File: src/design/lmc_pkg.sv
// Shared types and constants for the light mode classifier.
// Register map codes, mode codes, configuration and result structs.
// No dependencies.
package lmc_pkg;

  localparam int CFG_IDX_BITS = 3;
  localparam int TH_BITS      = 16;
  localparam int BYTE_BITS    = 8;

  localparam logic [BYTE_BITS-1:0] RST_MARGIN  = 8'd100;
  localparam logic [BYTE_BITS-1:0] RST_CONFIRM = 8'd1;

  typedef enum logic [CFG_IDX_BITS-1:0] {
    REG_DAY_TH       = 3'd0,
    REG_NIGHT_TH     = 3'd1,
    REG_MARGIN       = 3'd2,
    REG_CONFIRM      = 3'd3,
    REG_BRIGHT_DAY   = 3'd4,
    REG_BRIGHT_MID   = 3'd5,
    REG_BRIGHT_NIGHT = 3'd6
  } lmc_reg_t;

  typedef enum logic [1:0] {
    MODE_INVALID = 2'd0,
    MODE_NIGHT   = 2'd1,
    MODE_MIDDLE  = 2'd2,
    MODE_DAY     = 2'd3
  } lmc_mode_t;

  typedef struct packed {
    logic signed [TH_BITS-1:0] day_th;
    logic signed [TH_BITS-1:0] night_th;
    logic [BYTE_BITS-1:0]      margin;
    logic [BYTE_BITS-1:0]      confirm;
    logic [BYTE_BITS-1:0]      bright_day;
    logic [BYTE_BITS-1:0]      bright_mid;
    logic [BYTE_BITS-1:0]      bright_night;
  } lmc_cfg_t;

  typedef struct packed {
    lmc_mode_t            mode;
    logic                 changed;
    logic                 bwr;
    logic [BYTE_BITS-1:0] bval;
  } lmc_result_t;

endpackage

File: src/design/lmc_in_if.sv
// Sample input channel: valid/ready handshake with one signed light sample.
// Depends on nothing.
interface lmc_in_if #(parameter int SAMPLE_BITS = 16);
  logic                          valid;
  logic                          ready;
  logic signed [SAMPLE_BITS-1:0] light_sample;

  modport source (output valid, output light_sample, input ready);
  modport sink   (input valid, input light_sample, output ready);
endinterface

File: src/design/lmc_out_if.sv
// Result channel: valid/ready handshake with mode, change flag and brightness write.
// Depends on nothing.
interface lmc_out_if;
  logic       valid;
  logic       ready;
  logic [1:0] light_mode;
  logic       mode_changed;
  logic       brightness_write;
  logic [7:0] brightness_value;

  modport source (output valid, output light_mode, output mode_changed,
                  output brightness_write, output brightness_value, input ready);
  modport sink   (input valid, input light_mode, input mode_changed,
                  input brightness_write, input brightness_value, output ready);
endinterface

File: src/design/lmc_cfg_if.sv
// Configuration write channel: valid/ready handshake, register index and data.
// Depends on nothing.
interface lmc_cfg_if;
  logic        valid;
  logic        ready;
  logic [2:0]  index;
  logic [15:0] data;

  modport source (output valid, output index, output data, input ready);
  modport sink   (input valid, input index, input data, output ready);
endinterface

File: src/design/lmc_cfg_regs.sv
// Configuration register file for the light mode classifier.
// Depends on lmc_pkg and lmc_cfg_if.
module lmc_cfg_regs (
  input  logic              clk,
  input  logic              rst_n,
  lmc_cfg_if.sink           cfg_s,
  output lmc_pkg::lmc_cfg_t cfg
);
  import lmc_pkg::*;

  lmc_cfg_t cfg_r;
  lmc_cfg_t cfg_nxt;

  assign cfg_s.ready = 1'b1;
  assign cfg         = cfg_r;

  always_comb begin
    cfg_nxt = cfg_r;
    if (cfg_s.valid) begin
      case (lmc_reg_t'(cfg_s.index))
        REG_DAY_TH:       cfg_nxt.day_th       = cfg_s.data;
        REG_NIGHT_TH:     cfg_nxt.night_th     = cfg_s.data;
        REG_MARGIN:       cfg_nxt.margin       = cfg_s.data[BYTE_BITS-1:0];
        REG_CONFIRM:      cfg_nxt.confirm      = cfg_s.data[BYTE_BITS-1:0];
        REG_BRIGHT_DAY:   cfg_nxt.bright_day   = cfg_s.data[BYTE_BITS-1:0];
        REG_BRIGHT_MID:   cfg_nxt.bright_mid   = cfg_s.data[BYTE_BITS-1:0];
        REG_BRIGHT_NIGHT: cfg_nxt.bright_night = cfg_s.data[BYTE_BITS-1:0];
        default:          cfg_nxt = cfg_r;
      endcase
    end
  end

  always_ff @(posedge clk) begin
    if (!rst_n) begin
      cfg_r.day_th       <= '0;
      cfg_r.night_th     <= '0;
      cfg_r.margin       <= RST_MARGIN;
      cfg_r.confirm      <= RST_CONFIRM;
      cfg_r.bright_day   <= '0;
      cfg_r.bright_mid   <= '0;
      cfg_r.bright_night <= '0;
    end else begin
      cfg_r <= cfg_nxt;
    end
  end

endmodule

File: src/design/lmc_zone_tracker.sv
// Zone classification, debounce run counters and current mode register.
// Depends on lmc_pkg.
module lmc_zone_tracker #(
  parameter int SAMPLE_BITS = 16
) (
  input  logic                          clk,
  input  logic                          rst_n,
  input  logic                          step,
  input  logic signed [SAMPLE_BITS-1:0] sample,
  input  lmc_pkg::lmc_cfg_t             cfg,
  output lmc_pkg::lmc_result_t          res
);
  import lmc_pkg::*;

  localparam int CW = ((SAMPLE_BITS > TH_BITS) ? SAMPLE_BITS : TH_BITS) + 2;

  logic [BYTE_BITS-1:0] day_run_r, mid_run_r, night_run_r;
  logic [BYTE_BITS-1:0] day_run_nxt, mid_run_nxt, night_run_nxt;
  lmc_mode_t            mode_r, mode_nxt;

  logic signed [CW-1:0] s_w, dth_w, nth_w, m_w, mid_lo, mid_hi;
  logic                 is_day, is_mid, is_night;
  logic [BYTE_BITS:0]   day_inc, mid_inc, night_inc, conf_w;
  logic                 day_hit, mid_hit, night_hit;
  logic                 bwr;
  logic [BYTE_BITS-1:0] bval;

  assign s_w    = {{(CW-SAMPLE_BITS){sample[SAMPLE_BITS-1]}}, sample};
  assign dth_w  = {{(CW-TH_BITS){cfg.day_th[TH_BITS-1]}}, cfg.day_th};
  assign nth_w  = {{(CW-TH_BITS){cfg.night_th[TH_BITS-1]}}, cfg.night_th};
  assign m_w    = {{(CW-BYTE_BITS){1'b0}}, cfg.margin};
  assign mid_lo = nth_w + m_w;
  assign mid_hi = dth_w - m_w;

  assign is_day   = s_w > dth_w;
  assign is_mid   = (s_w > mid_lo) && (s_w < mid_hi);
  assign is_night = (s_w < nth_w) && !s_w[CW-1] && (|s_w);

  assign conf_w    = {1'b0, cfg.confirm};
  assign day_inc   = {1'b0, day_run_r} + 1'b1;
  assign mid_inc   = {1'b0, mid_run_r} + 1'b1;
  assign night_inc = {1'b0, night_run_r} + 1'b1;
  assign day_hit   = day_inc >= conf_w;
  assign mid_hit   = mid_inc >= conf_w;
  assign night_hit = night_inc >= conf_w;

  always_comb begin
    day_run_nxt   = day_run_r;
    mid_run_nxt   = mid_run_r;
    night_run_nxt = night_run_r;
    mode_nxt      = mode_r;
    bwr           = 1'b0;
    bval          = '0;
    if (is_day) begin
      day_run_nxt   = day_hit ? '0 : day_inc[BYTE_BITS-1:0];
      mid_run_nxt   = '0;
      night_run_nxt = '0;
      if (day_hit) begin
        mode_nxt = MODE_DAY;
        bwr      = 1'b1;
        bval     = cfg.bright_day;
      end
    end else if (is_mid) begin
      mid_run_nxt   = mid_hit ? '0 : mid_inc[BYTE_BITS-1:0];
      day_run_nxt   = '0;
      night_run_nxt = '0;
      if (mid_hit) begin
        mode_nxt = MODE_MIDDLE;
        bwr      = 1'b1;
        bval     = cfg.bright_mid;
      end
    end else if (is_night) begin
      night_run_nxt = night_hit ? '0 : night_inc[BYTE_BITS-1:0];
      day_run_nxt   = '0;
      mid_run_nxt   = '0;
      if (night_hit) begin
        mode_nxt = MODE_NIGHT;
        bwr      = 1'b1;
        bval     = cfg.bright_night;
      end
    end else begin
      mode_nxt      = MODE_INVALID;
      day_run_nxt   = '0;
      night_run_nxt = '0;
    end
  end

  assign res.mode    = mode_nxt;
  assign res.changed = mode_nxt != mode_r;
  assign res.bwr     = bwr;
  assign res.bval    = bval;

  always_ff @(posedge clk) begin
    if (!rst_n) begin
      day_run_r   <= '0;
      mid_run_r   <= '0;
      night_run_r <= '0;
      mode_r      <= MODE_INVALID;
    end else if (step) begin
      day_run_r   <= day_run_nxt;
      mid_run_r   <= mid_run_nxt;
      night_run_r <= night_run_nxt;
      mode_r      <= mode_nxt;
    end
  end

`ifndef ASSERT_OFF
  a_one_run_active: assert property (@(posedge clk) disable iff (!rst_n)
    $countones({|day_run_r, |mid_run_r, |night_run_r}) <= 1)
    else $error("more than one zone run counter active");

  a_invalid_clears: assert property (@(posedge clk) disable iff (!rst_n)
    (step && !is_day && !is_mid && !is_night) |=> (day_run_r == '0 && night_run_r == '0))
    else $error("invalid sample left day or night run counter set");

  a_hold_idle: assert property (@(posedge clk) disable iff (!rst_n)
    !step |=> ($stable(mode_r) && $stable(day_run_r) && $stable(mid_run_r)
               && $stable(night_run_r)))
    else $error("tracker state moved without a step");

  a_write_mode: assert property (@(posedge clk) disable iff (!rst_n)
    (step && res.bwr) |=> (mode_r != MODE_INVALID))
    else $error("brightness write left mode invalid");
`endif

endmodule

File: src/design/light_mode_classifier_core.sv
// Top level of the light mode classifier: input register, zone tracker, result register.
// Depends on lmc_pkg, the three channel interfaces, lmc_cfg_regs and lmc_zone_tracker.
//
// One light sample is taken per clock cycle while ready is high. A sample is held in
// the input register, classified and counted in a single combinational pass, and its
// result is registered into the result register when that register is free or its
// result is being taken. The rate is set by that single pass through the zone compare
// and run counter update; ready falls only when both the input and the result register
// are full and the result is not being taken. The configuration port is always ready
// and takes one register write per cycle.
module light_mode_classifier_core #(
  parameter int SAMPLE_BITS = 16
) (
  input  logic       clk,
  input  logic       rst_n,
  lmc_in_if.sink     in_s,
  lmc_out_if.source  out_m,
  lmc_cfg_if.sink    cfg_s
);
  import lmc_pkg::*;

  lmc_cfg_t    cfg;
  lmc_result_t res;

  logic                          s1_valid_r, s1_valid_nxt;
  logic signed [SAMPLE_BITS-1:0] s1_sample_r;
  logic                          out_valid_r, out_valid_nxt;
  lmc_result_t                   out_res_r;
  logic                          out_free, advance, in_take;

  assign out_free   = !out_valid_r || out_m.ready;
  assign advance    = s1_valid_r && out_free;
  assign in_s.ready = !s1_valid_r || out_free;
  assign in_take    = in_s.valid && in_s.ready;

  lmc_cfg_regs u_cfg (
    .clk   (clk),
    .rst_n (rst_n),
    .cfg_s (cfg_s),
    .cfg   (cfg)
  );

  lmc_zone_tracker #(.SAMPLE_BITS(SAMPLE_BITS)) u_track (
    .clk    (clk),
    .rst_n  (rst_n),
    .step   (advance),
    .sample (s1_sample_r),
    .cfg    (cfg),
    .res    (res)
  );

  always_comb begin
    s1_valid_nxt = s1_valid_r;
    if (in_take) begin
      s1_valid_nxt = 1'b1;
    end else if (advance) begin
      s1_valid_nxt = 1'b0;
    end
    out_valid_nxt = out_valid_r;
    if (advance) begin
      out_valid_nxt = 1'b1;
    end else if (out_m.ready) begin
      out_valid_nxt = 1'b0;
    end
  end

  always_ff @(posedge clk) begin
    if (!rst_n) begin
      s1_valid_r  <= 1'b0;
      out_valid_r <= 1'b0;
    end else begin
      s1_valid_r  <= s1_valid_nxt;
      out_valid_r <= out_valid_nxt;
    end
  end

  always_ff @(posedge clk) begin
    if (in_take) begin
      s1_sample_r <= SAMPLE_BITS'(in_s.light_sample);
    end
    if (advance) begin
      out_res_r <= res;
    end
  end

  assign out_m.valid            = out_valid_r;
  assign out_m.light_mode       = out_res_r.mode;
  assign out_m.mode_changed     = out_res_r.changed;
  assign out_m.brightness_write = out_res_r.bwr;
  assign out_m.brightness_value = out_res_r.bval;

`ifndef ASSERT_OFF
  a_write_valid_mode: assert property (@(posedge clk) disable iff (!rst_n)
    (out_valid_r && out_res_r.bwr) |-> (out_res_r.mode != MODE_INVALID))
    else $error("brightness write offered with invalid mode");

  a_no_write_zero: assert property (@(posedge clk) disable iff (!rst_n)
    (out_valid_r && !out_res_r.bwr) |-> (out_res_r.bval == '0))
    else $error("brightness value nonzero without a write");

  a_ready_when_empty: assert property (@(posedge clk) disable iff (!rst_n)
    !out_valid_r |-> in_s.ready)
    else $error("input stalled while result register empty");

  a_result_follows: assert property (@(posedge clk) disable iff (!rst_n)
    advance |=> out_valid_r)
    else $error("advanced transaction did not reach result register");
`endif

endmodule
File: src/flat_wrapper.sv
// flat-port wrapper written by rule: the top's interface ports become plain ports
module light_mode_classifier_core_flat import lmc_pkg::*;
#(
  parameter int SAMPLE_BITS = 16
)
  (clk, rst_n, in_s_valid, in_s_light_sample, in_s_ready, out_m_valid, out_m_light_mode, out_m_mode_changed, out_m_brightness_write, out_m_brightness_value, out_m_ready, cfg_s_valid, cfg_s_index, cfg_s_data, cfg_s_ready);
  lmc_in_if #(.SAMPLE_BITS(SAMPLE_BITS)) in_s_i ();
  lmc_out_if out_m_i ();
  lmc_cfg_if cfg_s_i ();
  input  logic clk;
  input  logic rst_n;
  input wire logic [$bits(in_s_i.valid)-1:0] in_s_valid;
  input wire logic [$bits(in_s_i.light_sample)-1:0] in_s_light_sample;
  output wire logic [$bits(in_s_i.ready)-1:0] in_s_ready;
  output wire logic [$bits(out_m_i.valid)-1:0] out_m_valid;
  output wire logic [$bits(out_m_i.light_mode)-1:0] out_m_light_mode;
  output wire logic [$bits(out_m_i.mode_changed)-1:0] out_m_mode_changed;
  output wire logic [$bits(out_m_i.brightness_write)-1:0] out_m_brightness_write;
  output wire logic [$bits(out_m_i.brightness_value)-1:0] out_m_brightness_value;
  input wire logic [$bits(out_m_i.ready)-1:0] out_m_ready;
  input wire logic [$bits(cfg_s_i.valid)-1:0] cfg_s_valid;
  input wire logic [$bits(cfg_s_i.index)-1:0] cfg_s_index;
  input wire logic [$bits(cfg_s_i.data)-1:0] cfg_s_data;
  output wire logic [$bits(cfg_s_i.ready)-1:0] cfg_s_ready;
  assign in_s_i.valid = in_s_valid;
  assign in_s_i.light_sample = in_s_light_sample;
  assign in_s_ready = in_s_i.ready;
  assign out_m_valid = out_m_i.valid;
  assign out_m_light_mode = out_m_i.light_mode;
  assign out_m_mode_changed = out_m_i.mode_changed;
  assign out_m_brightness_write = out_m_i.brightness_write;
  assign out_m_brightness_value = out_m_i.brightness_value;
  assign out_m_i.ready = out_m_ready;
  assign cfg_s_i.valid = cfg_s_valid;
  assign cfg_s_i.index = cfg_s_index;
  assign cfg_s_i.data = cfg_s_data;
  assign cfg_s_ready = cfg_s_i.ready;
  light_mode_classifier_core #(.SAMPLE_BITS(SAMPLE_BITS)) u_core (.clk(clk), .rst_n(rst_n), .in_s(in_s_i), .out_m(out_m_i), .cfg_s(cfg_s_i));
endmodule
File: config.mk
export PLATFORM = sky130hd
export DESIGN_NAME = light_mode_classifier_core_flat
export DESIGN_NICKNAME = d
export VERILOG_FILES = /design/src/design/lmc_pkg.sv /design/src/design/lmc_in_if.sv /design/src/design/lmc_out_if.sv /design/src/design/lmc_cfg_if.sv /design/src/design/lmc_cfg_regs.sv /design/src/design/lmc_zone_tracker.sv /design/src/design/light_mode_classifier_core.sv /design/src/flat_wrapper.sv
export SDC_FILE = /design/constraint.sdc
export NUM_CORES = 1
export LEC_CHECK = 0
export ABC_AREA = 1
export BUFFER_PORTS_ARGS = -buffer_cell sky130_fd_sc_hd__buf_2
export CAP_MARGIN = 20
export CORE_MARGIN = 5
export CORE_UTILIZATION = 32
export CTS_BUF_LIST = sky130_fd_sc_hd__clkbuf_4
export DETAILED_ROUTE_END_ITERATION = 16
export PLACE_DENSITY = 0.58
export SLEW_MARGIN = 20
export SYNTH_ARGS = -nofsm -noshare
export SYNTH_HDL_FRONTEND = slang
export SYNTH_SLANG_ARGS = --single-unit
export TNS_END_PERCENT = 10
File: constraint.sdc
create_clock -name clk -period 3.7 [get_ports clk]
set_input_delay 0.37 -clock clk [delete_from_list [all_inputs] [get_ports clk]]
set_output_delay 0.37 -clock clk [all_outputs]
set_load 0.1 [all_outputs]
* Word-level counts from Yosys, hierarchy flattened
Cells that the tools add are included.
Operators by class: reductions and logical operators 23, $add $sub $neg 5, multiplexer cells 32, $lt $le $gt $ge 7, eq/ne operators 7
Operator list (number):
- 2-to-1 mux 8 bit | 16
- adder 8 x 1 -> 9 bit (second input constant) | 3
- greater-or-equal comparator 9 x 8 -> 1 bit | 3
- adder 16 x 9 -> 17 bit | 1
- > comparator 16 x 17 -> 1 bit | 1
- < comparator 16 x 17 -> 1 bit | 1
- subtractor 16 x 9 -> 17 bit | 1
- > comparator 16 bit | 1
- < comparator 16 bit | 1
- AND reduction 2 bit | 8
- OR reduction 16 bit | 1
- 2-to-1 mux 2 bit | 6
- 2-to-1 mux 1 bit | 10
- == test 3 bit (second input constant) | 3
- == test 3 x 2 -> 1 bit (second input constant) | 2
- logical AND 1 bit | 5
- nonzero test 2 bit | 2
- == test 3 x 1 -> 1 bit (second input constant) | 1
- zero test 1 bit | 3
- zero test 3 bit | 1
- nonzero test 3 bit | 1
- logical OR 1 bit | 2
- != test 2 bit | 1
Storage, ports and cells: input port bits 40, output and inout bits 15, logic and storage cells 92, register bits after elaboration 128

* Depth between registers and ports, before layout
Gate-level depths: netlist of the first run.
depth after elaboration 7, mapped depth 30

* Cells and area by module
From an unflattened synthesis of the first run, not the netlist that was laid out.
Second synthesis, totals: cells, all modules 1254, area, all modules 8908.5 um2
By module, submodules not included:
- lmc_zone_tracker | instances 1, area an instance 5088.6 um2, cells an instance 794
- lmc_cfg_regs | instances 1, area an instance 2884.0 um2, cells an instance 419
- light_mode_classifier_core | instances 1, area an instance 935.9 um2, cells an instance 41

* Worst setup path after synthesis of the first run
Ideal clock, no wire load.
path type reg2reg, from register u_core.u_cfg.cfg_r, in the netlist u_core.u_cfg.cfg[56], to register u_core.out_res_r, in the netlist u_core.out_m.mode_changed, data pin, setup time 0.252 ns, arrival 3.413 ns, setup slack 0.035 ns, data required time 3.448 ns, path buffers 0, clock period less this slack 3.665 ns, stages on the path, launching flop included 30, cells stage by stage dfxtp_1 > inv_1 > ha_1 > inv_1 > fa_1 > nand3_1 > nand2_1 > a21o_1 > a21oi_1 > o211ai_1 > nor2_1 > nand4_1 > o21ai_0 > inv_1 > ha_1 > nand2_1 > nor2_2 > nand2_1 > nor2_1 > o21ai_1 > nand4_1 > nand2_2 > nand2_4 > inv_2 > nand2_1 > nand3_1 > nand2_1 > nand2_1 > nand2_1 > nand2_1
RTL lines:
- start: declaration | RTL line lmc_cfg_regs.sv:11 | lmc_cfg_t cfg_r;
- start signal: assignment | RTL line lmc_cfg_regs.sv:43 | cfg_r <= cfg_nxt;
- end signal: assignment | RTL line light_mode_classifier_core.sv:82 | out_res_r <= res;
- end: declaration | RTL line light_mode_classifier_core.sv:28 | lmc_result_t out_res_r;

* Worst setup path in the final report of the first run
from register u_core.u_cfg.cfg_r, in the netlist u_core.u_cfg.cfg[56], to register u_core.u_track.mid_run_r[2]
On the way: longest elaborated chain between the ends 5
RTL lines:
- subtractor 16 x 9 -> 17 bit | RTL line lmc_zone_tracker.sv:33 | assign mid_hi = dth_w - m_w;
- < comparator 16 x 17 -> 1 bit | RTL line lmc_zone_tracker.sv:36 | assign is_mid = (s_w > mid_lo) && (s_w < mid_hi);
- logical AND 1 bit | RTL line lmc_zone_tracker.sv:36
- nonzero test 3 bit (no line) / 2-to-1 mux 8 bit (equally long branches)
- AND reduction 2 bit (no line) / 2-to-1 mux 8 bit (equally long branches)
- end signal: assignment | RTL line lmc_zone_tracker.sv:101 | mid_run_r <= mid_run_nxt;
- end: declaration | RTL line lmc_zone_tracker.sv:17 | logic [BYTE_BITS-1:0] day_run_r, mid_run_r, night_run_r;
Parallel ways exist; a longest one is shown, timed or not. A chain may end at the register's enable or synchronous reset.

==> flow_summary.yaml, run 1 <==
logic_synthesis:
  yosys.area_share.xor_xnor_pct: 4.28
  synth-simple-area-share_pct: 22.1
  mappedNetlistArea_sq_mm: 0.00838
  synth_cells: 1139
  synth.yosys.warnings: 0
  synth_enable_flop_cells: 28
  synthArstFlopShare_pct: 0
  synthesis.nets: 1288
  postSynth.topFlopCell: "sky130_fd_sc_hd__dfxtp_1"
  synthDominantCellAreaShare_pct: 23.9
  synth_compound_gate_area_share_pct: 14.5
  synthAdderAreaFrac_pct: 16.5
  syn-mean-instance-area_sq_um: 7.36
  synth_area_leader_cell: "sky130_fd_sc_hd__dfxtp_1"
  synth_common_cells: "sky130_fd_sc_hd__nand2_1, sky130_fd_sc_hd__inv_1, sky130_fd_sc_hd__nor2_1"
  ys_ff_latch: 128
  combinational_family_with_the_most_area_after_synthesis: "simple AND/OR/NAND/NOR gates"
  ys_top_cells_by_area: "sky130_fd_sc_hd__dfxtp_1, sky130_fd_sc_hd__ha_1, sky130_fd_sc_hd__nand2_1"
  synth_seq_area_share_pct: 33.9
  synth.mux.area_fraction_pct: 0
  synth_cell_type_count: 40
  synth_most_common_cell: "sky130_fd_sc_hd__nand2_1"
worst_setup_path:
  worst_setup_path_end_kind: "flop"
  crit_required_ns: 4.15
  critical-path-top-delay-family: "simple AND/OR/NAND/NOR gates"
  critPathMaxFanout: 7
  critPathBufInv: 3
  setup.worst_path.start_class: "flop"
  reg2reg_depth: 27
  crit_top_cell: "sky130_fd_sc_hd__nor2_1"
  critical-path-max-stage-delay_ns: 0.36
  timing.rr.end: "u_core.u_track.mid_run_r[2]$_SDFFE_PN0P_"
  timing.setup.critical_path_class: "flop to flop"
  r2r_slack_ns: -0.14
  slowest_stage: "sky130_fd_sc_hd__fa_2"
  arrival_ns: 4.29
  worst_r2r_startpoint: "u_core.u_cfg.cfg[56]$_SDFFE_PN0P_"
routing:
  drt_pre_antenna_iters: 5
  routed_wire_length_per_instance_um: 14.2
  totalWireLength_um: 22700
  post-route-drc-count: 0
  detailroute.via_count: 7576
  drt_first_iter_violations: 416
  route.antenna.remaining_nets: 0
  drt-vias-per-instance: 4.74
global_routing:
  global_route.usage.total_pct: 15.6
  grt_start_max_net_pins: 49
  antenna_found_initial: 1
  grt.overflow.total: 0
  grt_pass1_vias: 7209
  grt_first_pass_wirelength_um: 36600
clock_network:
  max-clock-path-buffers: 2
  tritoncts: "yes"
  cts_buf_count: 17
  clk-insertion-delay-late_ns: 0.55
  clock-sinks: 128
  clock-root-buffer: "sky130_fd_sc_hd__clkbuf_4"
  cts_max_level: 4
  clk_pin_slew_worst_paths_ns: 0.12
run_status:
  violated_checks: "setup timing"
  status: "finished with violations"
timing:
  final.setup_skew_ns: 0.0171
  worst_slew_pin_slew_ns: 1.00
  finalSetupViolations: 20
  final_min_period_over_clock_period_pct: 104
  slew_viol_final: 0
  min_period_ns: 3.84
  grt_setup_unrepaired: "yes"
  timing_hold_violations_final: 0
  clock.fmax_mhz: 261
  fin_ws_ns: -0.137
  max_slew_headroom_at_the_worst_pin_pct: 33.3
layout:
  fin_area_sq_mm: 0.00995
  stdcell_count: 1600
  fillerInstances: 2695
  share_of_layout_cells_above_drive_strength_1_pct: 14.2
  final_net_count: 1400
  final_core_utilization_pct: 38.4
  area_added_between_synthesis_and_finish_pct: 18.7
hold_path:
  min_path_type: "primary input to flop"
  worstHoldPathCells: 3
  min_delay_worst_endpoint: "u_core.s1_valid_r$_SDFFE_PN0P_"
  hold_path_startpoint: "in_s_valid"
place:
  place.detailed.instances: 1542
  dpl-instance-area_sq_mm: 0.00924
  pre_cts_ws_ns: -0.285
  detailed_placement_hpwl_um: 16900
  place.gp.congestion: 0.861
  port-buffer-count: 53
power_and_ir_drop:
  vdd_drop_max_mv: 0.139
  power_per_cell_area_mw_per_mm2: 354
  cellLeakagePower_nw: 4.58
  report.power.total_w: 0.00352
floorplan:
  initial_core_util_pct: 32.3
  die_y_extent_um: 172
  die-width_um: 172
  standard_cell_rows: 59
  core-area_sq_mm: 0.0259
  full_die_area_sq_mm: 0.0295
  top_level_ports: 55
flow_run:
  drv.max_cap_violation_count: 0
[what timing repair did]
| action | CTS | global route |
|---|---|---|
| cloned | 0 | 1 |
| gates resized for setup | 31 | 24 |
| setup buffers | 4 | 4 |
| pin swaps | 13 | 15 |
| endpoints found under the setup margin | 30 | 30 |
| hold buffers | 16 | 0 |
| endpoints found under the hold margin | 16 | 0 |
[per-layer routing]
metal | routed length (um) | up-vias | part of all wire [%] | track usage (%)
li1 | - | 3977 | - | -
met5 | 0 | - | 0 | 0
met3 | 826 | 33 | 3.6 | 2.32
met1 | 11100 | 3431 | 49 | 21.4
met2 | 10300 | 135 | 45 | 25.0
met4 | 446 | 0 | 2.0 | 5.37
[layout make-up]
type / count / area (sq um) / share of cell area [%]
repair buffers: 118 / 812 / 8.16
diodes: 1 / 2.50 / 0.0252
clock buffers: 19 / 143 / 1.43
clock inverters: 13 / 169 / 1.70
well taps: 335 / 419 / 4.21
inverters: 159 / 602 / 6.05
flip-flops and latches: 128 / 2850 / 28.6
multi-input cells: 827 / 4950 / 49.8
[cell families (layout without fill, tap and decap cells)]
family                   Yosys count  after routing
AND/OR/NAND/NOR                  443            444
AO/OA/AOI/OAI                    232            232
buffers and inverters            185            309
flip-flops                       128            128
adder cells (fa/ha/maj)          109            109
XOR/XNOR                          41             41
other                              1              2
[how the worst max path moves through the flow]
stage / slack [ns] / to / cells after the start / from
finish: -0.14 / u_core.u_track.mid_run_r[2]$_SDFFE_PN0P_ / 27 / u_core.u_cfg.cfg[56]$_SDFFE_PN0P_
global route: -0.48 / u_core.out_m.mode_changed$_DFFE_PP_ / 29 / u_core.u_cfg.cfg[56]$_SDFFE_PN0P_
CTS: -0.11 / u_core.u_track.mid_run_r[6]$_SDFFE_PN0P_ / 28 / u_core.u_cfg.cfg[56]$_SDFFE_PN0P_
detailed placement: -0.29 / u_core.out_m.brightness_value[7]$_DFFE_PP_ / 28 / u_core.u_cfg.cfg[56]$_SDFFE_PN0P_
global placement: -0.16 / u_core.out_m.brightness_value[1]$_DFFE_PP_ / 26 / u_core.u_cfg.cfg[32]$_SDFFE_PN0P_
floorplan: 0.04 / u_core.out_m.mode_changed$_DFFE_PP_ / 29 / u_core.u_cfg.cfg[56]$_SDFFE_PN0P_
[worst register-to-register path, delay by kind of cell, from the launching register on]
kind,cells,cell delay [ns]
simple gates,15,1.50
fa+ha+maj,3,0.79
compound gates,5,0.67
flops,1,0.34
buf+inv,3,0.26
xor+xnor,1,0.20
[state kept, by name (all words and copies together), names as in the netlist]
| signal | flops |
|---|---|
| u_core.s1_sample_r | 16 |
| u_core.out_m.brightness_write | 1 |
| u_core.u_track.mid_run_r | 8 |
| u_core.out_m.mode_changed | 1 |
| u_core.out_m.brightness_value | 8 |
| u_core.u_cfg.cfg | 72 |
| u_core.out_m.valid | 1 |
| u_core.u_track.mode_r | 2 |
| u_core.u_track.day_run_r | 8 |
| u_core.s1_valid_r | 1 |
| u_core.out_m.light_mode | 2 |
| u_core.u_track.night_run_r | 8 |
[power breakdown]
group / switching (W) / total (W) / internal (W) / leakage, nW
Combinational: 0.000555 / 0.000879 / 0.000324 / 3.32
Clock: 0.000561 / 0.00110 / 0.000542 / 0.171
Sequential: 0.0000517 / 0.00154 / 0.00149 / 1.09
Total: 0.00117 / 0.00352 / 0.00236 / 4.58
[cells in the final DEF, fill, tap and decap left out, types with 4 or more instances in the layout]
master / n
sky130_fd_sc_hd__a21oi_1: 112
sky130_fd_sc_hd__nand2_1: 223
sky130_fd_sc_hd__nand3_2: 6
sky130_fd_sc_hd__clkbuf_4: 19
sky130_fd_sc_hd__inv_1: 149
sky130_fd_sc_hd__clkinv_1: 7
sky130_fd_sc_hd__nand3_1: 42
sky130_fd_sc_hd__nand4_1: 20
sky130_fd_sc_hd__inv_2: 5
sky130_fd_sc_hd__edfxtp_1: 28
sky130_fd_sc_hd__nand2_2: 7
sky130_fd_sc_hd__o211ai_1: 5
sky130_fd_sc_hd__dlygate4sd3_1: 16
sky130_fd_sc_hd__o21ai_0: 84
sky130_fd_sc_hd__buf_2: 53
sky130_fd_sc_hd__a21oi_2: 4
sky130_fd_sc_hd__xor2_1: 36
sky130_fd_sc_hd__dfxtp_1: 97
sky130_fd_sc_hd__nor2_1: 126
sky130_fd_sc_hd__xnor2_1: 5
sky130_fd_sc_hd__buf_4: 44
sky130_fd_sc_hd__bufinv_16: 4
sky130_fd_sc_hd__nor3_1: 4
sky130_fd_sc_hd__ha_1: 103
sky130_fd_sc_hd__buf_6: 5
sky130_fd_sc_hd__o21ai_1: 13
[stage by stage]
step	hold slack (ns)	setup TNS [ns]
finish	0.0847	-1.83
global route	0.0544	-11.05
CTS	0.0463	-1.43
detailed placement	0.440	-6.46
global placement	0.439	-3.40
floorplan	0.425	0
No activity file was read; power rests on OpenSTA's default activity.
==> run 2, diff against run 1 <==
--- a/config.mk
+++ b/config.mk
@@ -13,6 +13,7 @@
 export CTS_BUF_LIST = sky130_fd_sc_hd__clkbuf_4
 export DETAILED_ROUTE_END_ITERATION = 16
 export PLACE_DENSITY = 0.58
+export SETUP_SLACK_MARGIN = 0.1
 export SLEW_MARGIN = 20
 export SYNTH_ARGS = -nofsm -noshare
 export SYNTH_HDL_FRONTEND = slang
==> run 2 against run 1 <==
The flow still finishes with violations (setup timing); count of clock-buffer cells in the layout fell by 2; critical path depth rose by 2; clock skew rose by 0.0033 ns; via count rose by 0.12%; design area barely moved; die area did not move.
==> flow_summary.yaml, run 2 (same netlist as run 1, synthesis figures left out) <==
run_status:
  status: "finished with violations"
  violated_checks: "setup timing"
layout:
  area_added_between_synthesis_and_finish_pct: 18.7
  final_common_cell: "sky130_fd_sc_hd__nand2_1"
  multi_input_comb_area_sq_mm: 0.00493
  fin_area_sq_mm: 0.00994
  share_of_layout_cells_above_drive_strength_1_pct: 14.8
  final_net_count: 1406
  largest_reg_flops: 72
  fillerInstances: 2735
  seq_area_sq_mm: 0.00285
  final_core_utilization_pct: 38.4
  most-common-layout-cells: "sky130_fd_sc_hd__nand2_1, sky130_fd_sc_hd__inv_1, sky130_fd_sc_hd__nor2_1"
routing:
  drt_pre_antenna_iters: 5
  route.antenna.remaining_nets: 0
  totalWireLength_um: 22500
  post-route-drc-count: 0
  detailroute.via_count: 7585
  drt_first_iter_violations: 390
  drt-vias-per-instance: 4.72
  routed_wire_length_per_instance_um: 14.0
place:
  detailed_placement_hpwl_um: 16900
  place.gp.congestion: 0.834
  dpl-instance-area_sq_mm: 0.00926
  pre_cts_ws_ns: -0.397
  port-buffer-count: 53
worst_setup_path:
  worst_setup_path_end_kind: "flop"
  crit_top_cell: "sky130_fd_sc_hd__nand2_2"
  arrival_ns: 4.42
  critical-path-max-stage-delay_ns: 0.35
  critPathMaxFanout: 7
  setup.worst_path.start_class: "flop"
  crit_required_ns: 4.16
  timing.setup.critical_path_class: "flop to flop"
  slowest_stage: "sky130_fd_sc_hd__dfxtp_2"
timing:
  final_min_period_over_clock_period_pct: 107
  min_period_ns: 3.96
  clock.fmax_mhz: 252
  final.setup_skew_ns: 0.0203
  grt_setup_unrepaired: "yes"
  setup_total_negative_slack_ns: -5.21
  worst_slew_pin_slew_ns: 0.903
  slew_viol_final: 0
  max_slew_headroom_at_the_worst_pin_pct: 39.7
  finalSetupViolations: 30
  fin_ws_ns: -0.261
  timing_hold_violations_final: 0
global_routing:
  antenna_found_initial: 1
  grt_start_max_net_pins: 59
  grt.overflow.total: 0
  global_route.usage.total_pct: 15.5
  grt_pass1_vias: 7228
  grt_first_pass_wirelength_um: 36500
power_and_ir_drop:
  vdd_drop_max_mv: 0.164
  cellLeakagePower_nw: 4.60
  power_per_cell_area_mw_per_mm2: 348
  report.power.total_w: 0.00347
clock_network:
  cts_buf_count: 17
  clk_pin_slew_worst_paths_ns: 0.14
  clock-root-buffer: "sky130_fd_sc_hd__clkbuf_4"
  max-clock-path-buffers: 2
  tritoncts: "yes"
  clk-insertion-delay-late_ns: 0.56
  clock-sinks: 128
  cts_max_level: 4
floorplan:
  standard_cell_rows: 59
  core-area_sq_mm: 0.0259
  die_y_extent_um: 172
  die-width_um: 172
  full_die_area_sq_mm: 0.0295
  top_level_ports: 55
  initial_core_util_pct: 32.3
flow_run:
  drv.max_cap_violation_count: 0
hold_path:
  min_path_type: "primary input to flop"
-- run 2: what timing repair did --
action,in CTS,in global routing
hold endpoints to repair,16,0
buffers inserted,9,5
endpoints found under the setup margin,30,30
cloned,0,1
pin swaps,18,29
hold buffers,16,0
resized for setup,18,26
-- run 2: area by class of cell --
type / instances / share of cell area, %
Multi-Input combinational cell: 827 / 49.6
Inverter: 159 / 6.05
Clock inverter: 15 / 1.64
Sequential cell: 128 / 28.6
Antenna cell: 1 / 0.0252
Tap cell: 335 / 4.21
Clock buffer: 17 / 1.28
Timing Repair Buffer: 124 / 8.54
-- run 2: layer usage --
metal	wire, um	vias up	track usage (%)
met5	0	-	0
met4	347	0	4.27
met3	742	29	2.30
met2	10800	110	26.4
met1	10600	3449	20.6
li1	-	3997	-
-- run 2: worst paths after layout --
path | start | endpoint | slack (ns) | cells past startpoint
max | u_core.u_cfg.cfg[56]$_SDFFE_PN0P_ | u_core.u_track.mid_run_r[0]$_SDFFE_PN0P_ | -0.26 | 29
min | in_s_valid | u_core.s1_valid_r$_SDFFE_PN0P_ | 0.09 | 3
max reg2reg | u_core.u_cfg.cfg[56]$_SDFFE_PN0P_ | u_core.u_track.mid_run_r[0]$_SDFFE_PN0P_ | -0.26 | 29
min reg2reg | u_core.u_cfg.cfg[0]$_SDFFE_PN0P_ | u_core.u_cfg.cfg[0]$_SDFFE_PN0P_ | 0.47 | 2
-- run 2: power breakdown --
group,switching (W),internal [W],leakage [nW]
registers,0.0000510,0.00149,1.09
logic,0.000562,0.000334,3.36
clock network,0.000658,0.000370,0.155
-- run 2: critical path, delay by kind of cell (launching register included) --
| kind | cells | cell delay, ns |
|---|---|---|
| buffers and inverters | 5 | 0.46 |
| adder cells (fa/ha/maj) | 3 | 0.74 |
| flip-flops | 1 | 0.35 |
| AND/OR/NAND/NOR | 15 | 1.40 |
| AO/OA/AOI/OAI | 6 | 0.93 |
-- run 2: per-stage QoR --
step,instances,hold slack [ns]
after detailed placement,1542,0.449
after floorplan,1139,0.425
after global placement,1542,0.444
after CTS,1599,0.0466
final,1606,0.0862
after global routing,1606,0.0581
